--- config.mk ---
export PLATFORM = sky130hd
export DESIGN_NAME = can_encoder_frame_multiturn_tracker_unit_flat
export DESIGN_NICKNAME = d
export VERILOG_FILES = /design/src/rtl/core/cemt_pkg.sv /design/src/rtl/core/cemt_chan_if.sv /design/src/rtl/core/can_encoder_frame_multiturn_tracker_unit.sv /design/src/rtl/core/cemt_front.sv /design/src/rtl/core/cemt_back.sv /design/src/flat_wrapper.sv
export SDC_FILE = /design/constraint.sdc
export NUM_CORES = 2
export LEC_CHECK = 0
export CORE_ASPECT_RATIO = 2
export CORE_MARGIN = 2
export CORE_UTILIZATION = 55
export DETAILED_ROUTE_END_ITERATION = 16
export DONT_BUFFER_PORTS = 1
export PLACE_DENSITY = 0.67
export SYNTH_ARGS = -nofsm -noshare
export SYNTH_HDL_FRONTEND = slang
export SYNTH_SLANG_ARGS = --single-unit
--- constraint.sdc ---
create_clock -name clk -period 8.3 [get_ports clk]
set_input_delay 0.415 -clock clk [delete_from_list [all_inputs] [get_ports clk]]
set_output_delay 0.415 -clock clk [all_outputs]
set_load 0.01 [all_outputs]
--- src/rtl/core/cemt_pkg.sv ---
// Package for the CAN encoder multi-turn tracker.
// Holds the frame codes, status codes, queue entry and configuration types.
// No dependencies; the top unit, the front and the back import it.
package cemt_pkg;

  localparam int unsigned SETTING_COUNT = 10;
  localparam int unsigned SET_IDX_W     = $clog2(SETTING_COUNT);

  // Frame classification shown on the result channel.
  typedef enum logic [1:0] {
    KIND_IGNORED  = 2'd0,
    KIND_POSITION = 2'd1,
    KIND_ACK      = 2'd2,
    KIND_CMD      = 2'd3
  } frame_kind_t;

  // Per-setting status codes.
  localparam logic [1:0] ST_IDLE    = 2'd0;
  localparam logic [1:0] ST_PENDING = 2'd1;
  localparam logic [1:0] ST_SUCCESS = 2'd2;
  localparam logic [1:0] ST_FAIL    = 2'd3;

  // Frame bytes with a fixed meaning.
  localparam logic [7:0] LEN_POSITION    = 8'h07;
  localparam logic [7:0] LEN_ACK         = 8'h04;
  localparam logic [7:0] ACK_MARKER      = 8'h01;
  localparam logic [7:0] ADDR_ACK_MARKER = 8'h08;

  // Function codes of the encoder protocol.
  localparam logic [7:0] FUNC_READ     = 8'h01;
  localparam logic [7:0] FUNC_ADDR     = 8'h02;
  localparam logic [7:0] FUNC_BAUD     = 8'h03;
  localparam logic [7:0] FUNC_MODE     = 8'h04;
  localparam logic [7:0] FUNC_AUTOTIME = 8'h05;
  localparam logic [7:0] FUNC_ZERO     = 8'h06;
  localparam logic [7:0] FUNC_DIR      = 8'h07;
  localparam logic [7:0] FUNC_MID      = 8'h0C;
  localparam logic [7:0] FUNC_LOCATION = 8'h0D;
  localparam logic [7:0] FUNC_FIVETURN = 8'h0F;

  localparam logic [SET_IDX_W-1:0] SET_READ    = SET_IDX_W'(0);
  localparam logic [SET_IDX_W-1:0] SET_ADDR    = SET_IDX_W'(1);
  localparam logic [SET_IDX_W-1:0] NO_SETTING  = '1;

  // Configuration register indexes.
  localparam logic [1:0] CFG_DEVICE_ADDRESS = 2'd0;
  localparam logic [1:0] CFG_WRAP_THRESHOLD = 2'd1;
  localparam logic [1:0] CFG_TURN_SPAN      = 2'd2;

  localparam logic [7:0]  RESET_DEVICE_ADDRESS = 8'd1;
  localparam logic [23:0] RESET_WRAP_THRESHOLD = 24'd2000000;
  localparam logic [23:0] RESET_TURN_SPAN      = 24'd786432;

  typedef struct packed {
    logic [7:0]  device_address;
    logic [23:0] wrap_threshold;
    logic [23:0] turn_span;
  } cfg_t;

  // One classified item as it waits between the front and the back.
  typedef struct packed {
    frame_kind_t          kind;
    logic [SET_IDX_W-1:0] idx;
    logic                 ack_ok;
    logic [23:0]          angle;
  } item_t;

  function automatic logic [SET_IDX_W-1:0] code_to_setting(input logic [7:0] code);
    logic [SET_IDX_W-1:0] idx;
    case (code)
      FUNC_READ:     idx = SET_IDX_W'(0);
      FUNC_ADDR:     idx = SET_IDX_W'(1);
      FUNC_BAUD:     idx = SET_IDX_W'(2);
      FUNC_MODE:     idx = SET_IDX_W'(3);
      FUNC_AUTOTIME: idx = SET_IDX_W'(4);
      FUNC_ZERO:     idx = SET_IDX_W'(5);
      FUNC_DIR:      idx = SET_IDX_W'(6);
      FUNC_MID:      idx = SET_IDX_W'(7);
      FUNC_LOCATION: idx = SET_IDX_W'(8);
      FUNC_FIVETURN: idx = SET_IDX_W'(9);
      default:       idx = NO_SETTING;
    endcase
    return idx;
  endfunction

endpackage

--- src/rtl/core/cemt_chan_if.sv ---
// Channel interfaces of the CAN encoder multi-turn tracker.
// cemt_in_if carries input words, cemt_out_if carries result words; no dependencies.
interface cemt_in_if;
  logic       valid;
  logic       ready;
  logic       req_type;
  logic [7:0] length_byte;
  logic [7:0] addr_byte;
  logic [7:0] func_byte;
  logic [7:0] data_low;
  logic [7:0] data_mid;
  logic [7:0] data_high;

  modport source (output valid, req_type, length_byte, addr_byte, func_byte,
                  data_low, data_mid, data_high, input ready);
  modport sink (input valid, req_type, length_byte, addr_byte, func_byte,
                data_low, data_mid, data_high, output ready);
endinterface

interface cemt_out_if;
  logic               valid;
  logic               ready;
  logic signed [31:0] total_angle;
  logic signed [15:0] turn_total;
  logic        [23:0] raw_angle;
  logic        [1:0]  frame_kind;
  logic        [3:0]  setting_index;
  logic        [1:0]  setting_state;

  modport source (output valid, total_angle, turn_total, raw_angle, frame_kind,
                  setting_index, setting_state, input ready);
  modport sink (input valid, total_angle, turn_total, raw_angle, frame_kind,
                setting_index, setting_state, output ready);
endinterface

--- src/rtl/core/can_encoder_frame_multiturn_tracker_unit.sv ---
// Multi-turn tracker for a CAN absolute encoder.
// Holds the configuration registers and joins the front and the back.
//
// in_chan carries one word per received encoder frame, or a note that a setting
// command was sent (req_type high). out_chan gives exactly one result word per
// input word, in order: the multi-turn total, the turn count, the last angle,
// the frame classification and the status of the setting the word touched.
// cfg_we writes register cfg_index (0 device address, 1 wrap threshold,
// 2 turn span) from cfg_wdata; other indexes are dropped. Write only while idle.
//
// Throughput is one word per cycle while out_chan is not stalled. A word is written
// into the input queue, then passes the execute, multiply and add/saturate
// registers before its result is valid on out_chan.
// When out_chan stalls, the back pipeline holds and the input queue of
// QUEUE_DEPTH entries absorbs words until it is full, then in_chan.ready drops.
// Synchronous reset restores the registers, clears the turn count, angle and total
// and returns every setting status to idle.
module can_encoder_frame_multiturn_tracker_unit #(
  parameter int unsigned QUEUE_DEPTH = 2
) (
  input  logic        clk,
  input  logic        rst_n,
  input  logic        cfg_we,
  input  logic [1:0]  cfg_index,
  input  logic [23:0] cfg_wdata,
  cemt_in_if.sink     in_chan,
  cemt_out_if.source  out_chan
);
  import cemt_pkg::*;

  cfg_t  cfg_r;
  item_t head;
  logic  head_valid;
  logic  pop;

  always_ff @(posedge clk) begin
    if (!rst_n) begin
      cfg_r.device_address <= RESET_DEVICE_ADDRESS;
      cfg_r.wrap_threshold <= RESET_WRAP_THRESHOLD;
      cfg_r.turn_span      <= RESET_TURN_SPAN;
    end else if (cfg_we) begin
      case (cfg_index)
        CFG_DEVICE_ADDRESS: cfg_r.device_address <= cfg_wdata[7:0];
        CFG_WRAP_THRESHOLD: cfg_r.wrap_threshold <= cfg_wdata;
        CFG_TURN_SPAN:      cfg_r.turn_span      <= cfg_wdata;
        default: begin
          cfg_r <= cfg_r;
        end
      endcase
    end
  end

  cemt_front #(
    .QUEUE_DEPTH (QUEUE_DEPTH)
  ) u_front (
    .clk            (clk),
    .rst_n          (rst_n),
    .device_address (cfg_r.device_address),
    .in_chan        (in_chan),
    .head           (head),
    .head_valid     (head_valid),
    .pop            (pop)
  );

  cemt_back u_back (
    .clk        (clk),
    .rst_n      (rst_n),
    .cfg        (cfg_r),
    .head       (head),
    .head_valid (head_valid),
    .pop        (pop),
    .out_chan   (out_chan)
  );

endmodule

--- src/rtl/core/cemt_front.sv ---
// Front of the tracker: classifies each input word and queues it for the back.
// Depends on cemt_pkg and cemt_in_if.
module cemt_front #(
  parameter int unsigned QUEUE_DEPTH = 2
) (
  input  logic            clk,
  input  logic            rst_n,
  input  logic [7:0]      device_address,
  cemt_in_if.sink         in_chan,
  output cemt_pkg::item_t head,
  output logic            head_valid,
  input  logic            pop
);
  import cemt_pkg::*;

  localparam int unsigned PTR_W = $clog2(QUEUE_DEPTH);
  localparam int unsigned CNT_W = $clog2(QUEUE_DEPTH + 1);

  item_t                q_r [QUEUE_DEPTH];
  logic [PTR_W-1:0]     wr_ptr_r, wr_ptr_nxt;
  logic [PTR_W-1:0]     rd_ptr_r, rd_ptr_nxt;
  logic [CNT_W-1:0]     count_r, count_nxt;
  logic                 push;
  logic [SET_IDX_W-1:0] map_idx;
  logic [7:0]           marker;
  item_t                cls;

  always_comb begin
    map_idx    = code_to_setting(in_chan.func_byte);
    marker     = (map_idx == SET_ADDR) ? ADDR_ACK_MARKER : ACK_MARKER;
    cls.kind   = KIND_IGNORED;
    cls.ack_ok = (in_chan.data_low != 8'd0);
    cls.angle  = {in_chan.data_high, in_chan.data_mid, in_chan.data_low};
    if (map_idx != NO_SETTING) begin
      if (in_chan.req_type) begin
        cls.kind = KIND_CMD;
      end else if (map_idx == SET_READ) begin
        if (in_chan.length_byte == LEN_POSITION && in_chan.addr_byte == device_address) begin
          cls.kind = KIND_POSITION;
        end
      end else if (in_chan.length_byte == LEN_ACK && in_chan.addr_byte == marker) begin
        cls.kind = KIND_ACK;
      end
    end
    // Ignored words carry setting zero so the back never looks past the table.
    cls.idx = (cls.kind == KIND_IGNORED) ? SET_READ : map_idx;
  end

  assign in_chan.ready = (count_r != CNT_W'(QUEUE_DEPTH));
  assign push          = in_chan.valid && in_chan.ready;
  assign head          = q_r[rd_ptr_r];
  assign head_valid    = (count_r != '0);

  always_comb begin
    wr_ptr_nxt = wr_ptr_r;
    rd_ptr_nxt = rd_ptr_r;
    count_nxt  = count_r;
    if (push) begin
      wr_ptr_nxt = (wr_ptr_r == PTR_W'(QUEUE_DEPTH - 1)) ? '0 : wr_ptr_r + 1'b1;
    end
    if (pop) begin
      rd_ptr_nxt = (rd_ptr_r == PTR_W'(QUEUE_DEPTH - 1)) ? '0 : rd_ptr_r + 1'b1;
    end
    if (push && !pop) begin
      count_nxt = count_r + 1'b1;
    end else if (pop && !push) begin
      count_nxt = count_r - 1'b1;
    end
  end

  always_ff @(posedge clk) begin
    if (!rst_n) begin
      wr_ptr_r <= '0;
      rd_ptr_r <= '0;
      count_r  <= '0;
    end else begin
      wr_ptr_r <= wr_ptr_nxt;
      rd_ptr_r <= rd_ptr_nxt;
      count_r  <= count_nxt;
    end
  end

  always_ff @(posedge clk) begin
    if (push) begin
      q_r[wr_ptr_r] <= cls;
    end
  end

endmodule

--- src/rtl/core/cemt_back.sv ---
// Back of the tracker: updates setting status and turn count, then forms the total.
// Three register stages: execute, multiply, add with saturation. Depends on cemt_pkg.
module cemt_back (
  input  logic            clk,
  input  logic            rst_n,
  input  cemt_pkg::cfg_t  cfg,
  input  cemt_pkg::item_t head,
  input  logic            head_valid,
  output logic            pop,
  cemt_out_if.source      out_chan
);
  import cemt_pkg::*;

  localparam logic signed [41:0] SUM_MAX = 42'sd2147483647;
  localparam logic signed [41:0] SUM_MIN = -42'sd2147483648;

  // Architectural state.
  logic [1:0]         status_r [SETTING_COUNT];
  logic [23:0]        last_angle_r, last_angle_nxt;
  logic signed [15:0] counter_r, counter_nxt;
  logic signed [31:0] total_r;

  // Pipeline registers.
  logic                 en;
  logic                 v1_r, v2_r, out_valid_r;
  frame_kind_t          kind1_r, kind2_r, kind_out_r;
  logic [SET_IDX_W-1:0] idx1_r, idx2_r, idx_out_r;
  logic [1:0]           st1_r, st2_r, st_out_r;
  logic [23:0]          ang1_r, ang2_r, ang_out_r;
  logic signed [15:0]   cnt1_r, cnt2_r, cnt_out_r;
  logic signed [40:0]   prod2_r;
  logic signed [31:0]   total_out_r;

  logic [1:0]         cur_state, new_state, shown_state;
  logic               st_write;
  logic signed [24:0] diff, thr_pos, thr_neg;
  logic signed [40:0] prod;
  logic signed [41:0] sum;
  logic signed [31:0] sat_total, total_pick;

  assign en  = !out_valid_r || out_chan.ready;
  assign pop = head_valid && en;

  always_comb begin
    cur_state = status_r[head.idx];
    new_state = cur_state;
    st_write  = 1'b0;
    case (head.kind)
      KIND_CMD: begin
        new_state = ST_PENDING;
        st_write  = 1'b1;
      end
      KIND_POSITION: begin
        if (cur_state == ST_PENDING) begin
          new_state = ST_SUCCESS;
        end
        st_write = 1'b1;
      end
      KIND_ACK: begin
        new_state = (head.ack_ok && cur_state == ST_PENDING) ? ST_SUCCESS : ST_FAIL;
        st_write  = 1'b1;
      end
      default: begin
        new_state = cur_state;
        st_write  = 1'b0;
      end
    endcase
    shown_state = (head.kind == KIND_IGNORED) ? ST_IDLE : new_state;
  end

  // Turn unwrap: a forward jump past the threshold means the angle wrapped backward.
  always_comb begin
    diff           = $signed({1'b0, head.angle}) - $signed({1'b0, last_angle_r});
    thr_pos        = $signed({1'b0, cfg.wrap_threshold});
    thr_neg        = -thr_pos;
    counter_nxt    = counter_r;
    last_angle_nxt = last_angle_r;
    if (head.kind == KIND_POSITION) begin
      last_angle_nxt = head.angle;
      if (diff > thr_pos) begin
        if (counter_r != 16'sh8000) begin
          counter_nxt = counter_r - 16'sd1;
        end
      end else if (diff < thr_neg) begin
        if (counter_r != 16'sh7FFF) begin
          counter_nxt = counter_r + 16'sd1;
        end
      end
    end
  end

  always_comb begin
    prod      = cnt1_r * $signed({1'b0, cfg.turn_span});
    sum       = $signed({prod2_r[40], prod2_r}) + $signed({18'd0, ang2_r});
    if (sum > SUM_MAX) begin
      sat_total = 32'sh7FFFFFFF;
    end else if (sum < SUM_MIN) begin
      sat_total = 32'sh80000000;
    end else begin
      sat_total = sum[31:0];
    end
    total_pick = (kind2_r == KIND_POSITION) ? sat_total : total_r;
  end

  always_ff @(posedge clk) begin
    if (!rst_n) begin
      for (int i = 0; i < SETTING_COUNT; i++) begin
        status_r[i] <= ST_IDLE;
      end
      last_angle_r <= '0;
      counter_r    <= '0;
      total_r      <= '0;
      v1_r         <= 1'b0;
      v2_r         <= 1'b0;
      out_valid_r  <= 1'b0;
    end else begin
      if (pop) begin
        if (st_write) begin
          status_r[head.idx] <= new_state;
        end
        last_angle_r <= last_angle_nxt;
        counter_r    <= counter_nxt;
      end
      if (en) begin
        v1_r        <= pop;
        v2_r        <= v1_r;
        out_valid_r <= v2_r;
        if (v2_r) begin
          total_r <= total_pick;
        end
      end
    end
  end

  always_ff @(posedge clk) begin
    if (en) begin
      kind1_r     <= head.kind;
      idx1_r      <= head.idx;
      st1_r       <= shown_state;
      ang1_r      <= last_angle_nxt;
      cnt1_r      <= counter_nxt;
      kind2_r     <= kind1_r;
      idx2_r      <= idx1_r;
      st2_r       <= st1_r;
      ang2_r      <= ang1_r;
      cnt2_r      <= cnt1_r;
      prod2_r     <= prod;
      kind_out_r  <= kind2_r;
      idx_out_r   <= idx2_r;
      st_out_r    <= st2_r;
      ang_out_r   <= ang2_r;
      cnt_out_r   <= cnt2_r;
      total_out_r <= total_pick;
    end
  end

  assign out_chan.valid         = out_valid_r;
  assign out_chan.total_angle   = total_out_r;
  assign out_chan.turn_total    = cnt_out_r;
  assign out_chan.raw_angle     = ang_out_r;
  assign out_chan.frame_kind    = kind_out_r;
  assign out_chan.setting_index = 4'(idx_out_r);
  assign out_chan.setting_state = st_out_r;

  a_ignored_blank: assert property (@(posedge clk) disable iff (!rst_n)
    (out_valid_r && kind_out_r == KIND_IGNORED) |-> (idx_out_r == '0 && st_out_r == ST_IDLE))
    else $error("ignored word shows a setting");

  a_cmd_pending: assert property (@(posedge clk) disable iff (!rst_n)
    (out_valid_r && kind_out_r == KIND_CMD) |-> (st_out_r == ST_PENDING))
    else $error("recorded command did not leave its setting pending");

  a_ack_resolved: assert property (@(posedge clk) disable iff (!rst_n)
    (out_valid_r && kind_out_r == KIND_ACK) |-> (st_out_r == ST_SUCCESS || st_out_r == ST_FAIL))
    else $error("acknowledge left its setting unresolved");

  a_counter_step: assert property (@(posedge clk) disable iff (!rst_n)
    !pop |=> (counter_r == $past(counter_r)))
    else $error("turn counter moved without a word");

endmodule
--- src/flat_wrapper.sv ---
// flat-port wrapper written by rule: the top's interface ports become plain ports
module can_encoder_frame_multiturn_tracker_unit_flat import cemt_pkg::*;
#(
  parameter int unsigned QUEUE_DEPTH = 2
)
  (clk, rst_n, cfg_we, cfg_index, cfg_wdata, in_chan_valid, in_chan_req_type, in_chan_length_byte, in_chan_addr_byte, in_chan_func_byte, in_chan_data_low, in_chan_data_mid, in_chan_data_high, in_chan_ready, out_chan_valid, out_chan_total_angle, out_chan_turn_total, out_chan_raw_angle, out_chan_frame_kind, out_chan_setting_index, out_chan_setting_state, out_chan_ready);
  cemt_in_if in_chan_i ();
  cemt_out_if out_chan_i ();
  input  logic clk;
  input  logic rst_n;
  input  logic cfg_we;
  input  logic [1:0] cfg_index;
  input  logic [23:0] cfg_wdata;
  input wire logic [$bits(in_chan_i.valid)-1:0] in_chan_valid;
  input wire logic [$bits(in_chan_i.req_type)-1:0] in_chan_req_type;
  input wire logic [$bits(in_chan_i.length_byte)-1:0] in_chan_length_byte;
  input wire logic [$bits(in_chan_i.addr_byte)-1:0] in_chan_addr_byte;
  input wire logic [$bits(in_chan_i.func_byte)-1:0] in_chan_func_byte;
  input wire logic [$bits(in_chan_i.data_low)-1:0] in_chan_data_low;
  input wire logic [$bits(in_chan_i.data_mid)-1:0] in_chan_data_mid;
  input wire logic [$bits(in_chan_i.data_high)-1:0] in_chan_data_high;
  output wire logic [$bits(in_chan_i.ready)-1:0] in_chan_ready;
  output wire logic [$bits(out_chan_i.valid)-1:0] out_chan_valid;
  output wire logic [$bits(out_chan_i.total_angle)-1:0] out_chan_total_angle;
  output wire logic [$bits(out_chan_i.turn_total)-1:0] out_chan_turn_total;
  output wire logic [$bits(out_chan_i.raw_angle)-1:0] out_chan_raw_angle;
  output wire logic [$bits(out_chan_i.frame_kind)-1:0] out_chan_frame_kind;
  output wire logic [$bits(out_chan_i.setting_index)-1:0] out_chan_setting_index;
  output wire logic [$bits(out_chan_i.setting_state)-1:0] out_chan_setting_state;
  input wire logic [$bits(out_chan_i.ready)-1:0] out_chan_ready;
  assign in_chan_i.valid = in_chan_valid;
  assign in_chan_i.req_type = in_chan_req_type;
  assign in_chan_i.length_byte = in_chan_length_byte;
  assign in_chan_i.addr_byte = in_chan_addr_byte;
  assign in_chan_i.func_byte = in_chan_func_byte;
  assign in_chan_i.data_low = in_chan_data_low;
  assign in_chan_i.data_mid = in_chan_data_mid;
  assign in_chan_i.data_high = in_chan_data_high;
  assign in_chan_ready = in_chan_i.ready;
  assign out_chan_valid = out_chan_i.valid;
  assign out_chan_total_angle = out_chan_i.total_angle;
  assign out_chan_turn_total = out_chan_i.turn_total;
  assign out_chan_raw_angle = out_chan_i.raw_angle;
  assign out_chan_frame_kind = out_chan_i.frame_kind;
  assign out_chan_setting_index = out_chan_i.setting_index;
  assign out_chan_setting_state = out_chan_i.setting_state;
  assign out_chan_i.ready = out_chan_ready;
  can_encoder_frame_multiturn_tracker_unit #(.QUEUE_DEPTH(QUEUE_DEPTH)) u_core (.clk(clk), .rst_n(rst_n), .cfg_we(cfg_we), .cfg_index(cfg_index), .cfg_wdata(cfg_wdata), .in_chan(in_chan_i), .out_chan(out_chan_i));
endmodule
# ---- After elaboration in Yosys (flattened, before gate mapping)
# Memory sizes are Yosys's and may differ from the RTL's. A register that Yosys moved wholly into a read port is not among the register bits.
# Cells that the tools add are included.
dict set report word_totals {
  ff_bits 352
  ramBits 82
  mem_bits_ro 64
  output_inout_bits 82
  n_memories 3
}
dict set report op_classes {
  addsub 9
  n_mul 1
  order_cmp 4
  eq_ne 16
  mux 37
  reduce_logical 25
}
# name words word_bits rd rd_ports_with_merged_regs wr line
set mem_list {}
lappend mem_list {{(name not given)} 16 4 1 0 0 cemt_pkg.sv:70} ;# case (code)
lappend mem_list {u_core.u_front.q_r 2 31 1 1 1 cemt_front.sv:19} ;# item_t q_r [QUEUE_DEPTH];
lappend mem_list {u_core.u_back.status_r 10 2 1 0 10 cemt_back.sv:18} ;# logic [1:0] status_r [SETTING_COUNT];
# cell count
set op_table {}
lappend op_table {{2-to-1 mux 32 bit} 3}
lappend op_table {{2-to-1 mux 16 bit} 5}
lappend op_table {{adder 41 x 25 -> 42 bit} 1}
lappend op_table {{> comparator 42 x 32 -> 1 bit (second input constant)} 1}
lappend op_table {{< comparator 42 x 32 -> 1 bit (second input constant)} 1}
lappend op_table {{multiplier 16 x 25 -> 41 bit} 1}
lappend op_table {{inequality test 16 bit (second input constant)} 2}
lappend op_table {{> comparator 25 bit} 1}
lappend op_table {{< comparator 25 bit} 1}
lappend op_table {{negator 24 -> 25 bit} 1}
lappend op_table {{subtractor 24 x 24 -> 25 bit} 1}
lappend op_table {{2-to-1 mux 24 bit} 1}
lappend op_table {{adder 16 x 2 -> 16 bit (second input constant)} 1}
lappend op_table {{equality test 8 x 3 -> 1 bit (second input constant)} 2}
lappend op_table {{2-to-1 mux 2 bit} 8}
lappend op_table {{2-to-1 mux 4 bit} 4}
lappend op_table {{subtractor 16 x 2 -> 16 bit (second input constant)} 1}
lappend op_table {{2-to-1 mux 1 bit} 15}
lappend op_table {{equality test 2 x 1 -> 1 bit (second input constant)} 4}
lappend op_table {{equality test 8 x 4 -> 1 bit} 1}
lappend op_table {{equality test 8 bit} 1}
lappend op_table {{zero test 4 bit} 2}
lappend op_table {{AND reduction 2 bit} 4}
lappend op_table {{nonzero test 8 bit} 1}
lappend op_table {{other kinds (15)} 29}

# ---- Depth between registers and ports, before layout
dict set report logic_depth {
  ltp_word 12
  depth_mapped 29
  mapped_depth_nobuf 25
}

# ---- Cells and area by module
# From an unflattened synthesis, not the netlist that was laid out.
dict set report unflattened {
  hier_cells 3392
  hier_area_um2 34398.0
}
# module instances cells_each area_per_inst_um2
set modules_own_cells {}
lappend modules_own_cells {cemt_back 1 2983 29316.9}
lappend modules_own_cells {cemt_front 1 190 2914.0}
lappend modules_own_cells {can_encoder_frame_multiturn_tracker_unit 1 219 2167.1}

# ---- Worst setup path after synthesis
# Ideal clock, no wire load.
dict set report synth_timing {
  path_type {reg2reg}
  startpoint {reg u_core.u_back.cnt1_r[15]}
  endpoint {reg u_core.u_back.prod2_r[38], data pin}
  t_arrival_ps 6523
  setup_slack_ps 1517
  stages_incl_launch_ff 23
  n_path_buf 1
  path_cell_list {edfxtp_1 inv_1 clkbuf_1 nor2_1 fa_1 fa_1 fa_1 fa_1 fa_1 inv_1 fa_1 inv_1 ha_1 a21o_1 a21oi_1 o21ai_0 a21oi_1 o221ai_1 a31oi_1 nor2_1 o311ai_0 mux2i_1 nand2_1}
}
dict set report synth_via {
  elab_chain_len 1
}
# element line
set synth_lines {}
lappend synth_lines {{start: declaration} cemt_back.sv:30} ;# logic signed [15:0] cnt1_r, cnt2_r, cnt_out_r;
lappend synth_lines {{start signal: assignment} cemt_back.sv:141} ;# cnt1_r <= counter_nxt;
lappend synth_lines {{multiplier 16 x 25 -> 41 bit} cemt_back.sv:93} ;# prod = cnt1_r * $signed({1'b0, cfg.turn_span});
lappend synth_lines {{named net u_core.u_back.prod[38]} cemt_back.sv:37} ;# logic signed [40:0] prod;
lappend synth_lines {{end signal: assignment} cemt_back.sv:147} ;# prod2_r <= prod;
lappend synth_lines {{end: declaration} cemt_back.sv:31} ;# logic signed [40:0] prod2_r;
# The timed path passes the listed nets, and every way through them passes these cells.
# A chain may end at the register's enable or synchronous reset.

# ---- Worst setup path in the final report
dict set report layout_timing {
  startpoint {reg u_core.u_back.cnt1_r[11]}
  endpoint {reg u_core.u_back.prod2_r[38], data pin}
}
# Same word-level chain as after synthesis.

==> reports/metrics.yaml <==
outcome: "complete, no violations"
synthCells: 3435
ys_top_cells_by_area: "edfxtp_1 27%, fa_1 18%, ha_1 8.9%"
grt_pass1_wl_microns: 135000
fmax_ghz: 0.133
yosysSeqAreaShare_pct: 35.5
p_int_uw: 5890
p_comb_share_pct: 42.7
pwr-share-clk_pct: 20.0
clockRootBuffer: "clkbuf_16"
min_period_over_period_pct: 90.6
nNetsFinal: 4049
syn_nets: 4066
tightest_slew_ns: 1.24
power_switching_share_pct: 41.2
clock_path_buffers: 3
remaining_drc_errors: 0
dp.cells: 4108
synth_top_area_cell: "edfxtp_1"
synth_ff_type: "edfxtp_1"
vias: 24400
synth_edf_count: 311
wl_per_cell_microns: 20.0
yosysTopAreaCellShare_pct: 27.5
yosys_register_bits: 447
path_class: "register to register"
worst_ep_required_time_ns: 8.62
crit_start: "u_core.u_back.cnt1_r[11]"
p_switching_uw: 4130
portBuffers: 0
fillCellCount: 5243
drive_gt1_share_pct: 4.61
final_util_pct: 59.5
cts.sinks: 447
clkTransAtPathRegs_ns: 0.06
h-tree-depth: 2
ant_nets: 0
netlist_area_sq_mm: 0.0340
synth_warnings: 0
cp-start-kind: "register"
grtUsageTotal_pct: 26.7
crit_path_end_kind: "register"
areaGrowthSynthToFinish_pct: 7.67
cp.arrival_ns: 7.84
gp_congestion: 0.921
rows: 129
tritoncts: "built"
finalNonFillerCells: 4243
fin_tns_setup_ns: 0
skew_ns: 0.0409
hold_buffers: 52
cts_made_buffers: 42
power_per_cell_area_mw_per_mm2: 274
die_x_microns: 180
irDropWorstVdd_v: 0.000303
maxSlewHeadroom_pct: 17.0
maxCapViolCount: 0
totalWireLength_microns: 84800
async_flop_share_pct: 0
crit_fanout: 25
pin_count: 162
antenna_found_initial: 4
grt_remaining_overflow: 0
slew_viol_final: 0
r2r-start: "u_core.u_back.cnt1_r[11]"
coreArea_sq_mm: 0.0615
synthDistinctLibCells: 83
chipHeight_microns: 356
viasPerCell: 5.75
pwr-share-seq_pct: 37.3
period_minus_slack_ns: 7.52
setup_viol: 0
cts_setup_buffers: 0
hp-class: "input port to register"
grt_start_max_net_pins: 153
die_area_sq_mm: 0.0640
cts_resized: 0
start_util_pct: 55.3
drt_iter0_drc: 1498
hp-start: "cfg_wdata[0]"
hpwlAfterDp_microns: 63300
first_pass_iters: 8
avgSynthCellArea_sq_um: 9.90
insertion_delay_ns: 0.59
power.leakage_uw: 0.0160
rsz0062_at_grt: "no"
first_global_vias: 24600
finalHoldViolations: 0
-- synth_stat cells, types with 30 or more instances --
library cell / count
a21o_1: 47
a21oi_1: 195
a31oi_1: 41
and2_1: 175
clkbuf_1: 111
dfxtp_1: 136
edfxtp_1: 311
fa_1: 308
ha_1: 243
inv_1: 480
nand2_1: 476
nand3_1: 51
nor2_1: 186
nor3_1: 30
o21ai_0: 119
xnor2_1: 93
xor2_1: 38
-- power by group through the flow --
stage               registers (uW)  logic (uW)  clock network (uW)
floorplan                     3420        3300                   0
global placement              3760        4100                   0
detailed placement            3780        4200                   0
CTS                           3740        4270                2030
global route                  3790        4820                2110
finish                        3740        4280                2000
-- logic make-up after synthesis --
| group | synth area share, % |
|---|---|
| XOR/XNOR | 3.37 |
| adder cells (fa/ha/maj) | 27.1 |
| buffers and inverters | 7.00 |
| flip-flops | 35.5 |
| multiplexers | 2.24 |
| AO/OA/AOI/OAI | 10.0 |
| AND/OR/NAND/NOR | 14.8 |
-- worst max-delay path, stage by stage (launching register included) --
cell and delay [ns]:
edfxtp_1 1.06, nand2_1 0.18, fa_1 0.55, inv_1 0.05, fa_1 0.47, fa_1 0.52
fa_1 0.52, fa_1 0.59, inv_1 0.07, fa_1 0.53, inv_1 0.04, ha_1 0.34
a21o_1 0.20, a21oi_1 0.21, o21ai_0 0.12, a21oi_1 0.27, o221ai_1 0.30, a31oi_1 0.35
nor2_1 0.11, o311ai_0 0.49, mux2i_1 0.25, nand2_1 0.06
-- cell usage in the layout, fill, tap and decap left out, types with 119 or more instances in the layout --
cell	n
inv_1	478
dfxtp_1	136
a21oi_1	195
o21ai_0	119
ha_1	243
nand2_1	476
fa_1	308
nor2_1	183
edfxtp_1	311
and2_1	175
-- worst paths after layout --
check	end	slack, ns	depth (start not counted)
hold / removal	u_core.cfg_r[0]	0.02	2
hold reg to reg	u_core.u_back.ang2_r[11]	0.42	0
setup / recovery	u_core.u_back.prod2_r[38]	0.78	21
setup reg to reg	u_core.u_back.prod2_r[38]	0.78	21
-- state kept, by name, indices dropped and copies added, names as in the netlist, 24 cells and up, named ones only --
name / cells
u_core.u_back.last_angle_r: 24
u_core.u_back.prod2_r: 41
u_core.u_back.ang2_r: 24
u_core.u_front.q_r: 62
u_core.u_back.status_r: 32
u_core.cfg_r: 56
u_core.u_back.ang1_r: 24
u_core.u_back.total_r: 32
u_core.u_back.out_chan.raw_angle: 24
u_core.u_back.out_chan.total_angle: 32
-- cell type report --
| class | instances | area [sq um] | area share (%) |
|---|---|---|---|
| Clock inverter | 24 | 285 | 0.779 |
| Timing Repair Buffer | 77 | 726 | 1.98 |
| Tap cell | 786 | 983 | 2.69 |
| Clock buffer | 54 | 1150 | 3.13 |
| Multi-Input combinational cell | 2369 | 19600 | 53.5 |
| Inverter | 481 | 1810 | 4.95 |
| Sequential cell | 447 | 12100 | 32.9 |
| Antenna cell | 5 | 12.5 | 0.0342 |
-- metal layers --
layer	GRT usage, %	wire, microns	vias up
met5	0	0	-
met4	10.9	3880	0
met3	3.82	5360	174
met2	45.6	41000	857
met1	34.0	34600	12000
li1	-	-	11400
-- stage by stage --
stage / setup WS, ns / area, sq um / power [uW] / hold slack [ns]
floorplan: 1.52 / 34000 / 6730 / 0.400
global placement: 0.925 / 34600 / 7860 / 0.401
detailed placement: 0.856 / 34600 / 7980 / 0.405
CTS: 0.843 / 36600 / 10000 / 0.00515
global route: 0.404 / 36600 / 10700 / 0.00305
finish: 0.783 / 36600 / 10000 / 0.0203
Power figures use the tool's default switching activity.
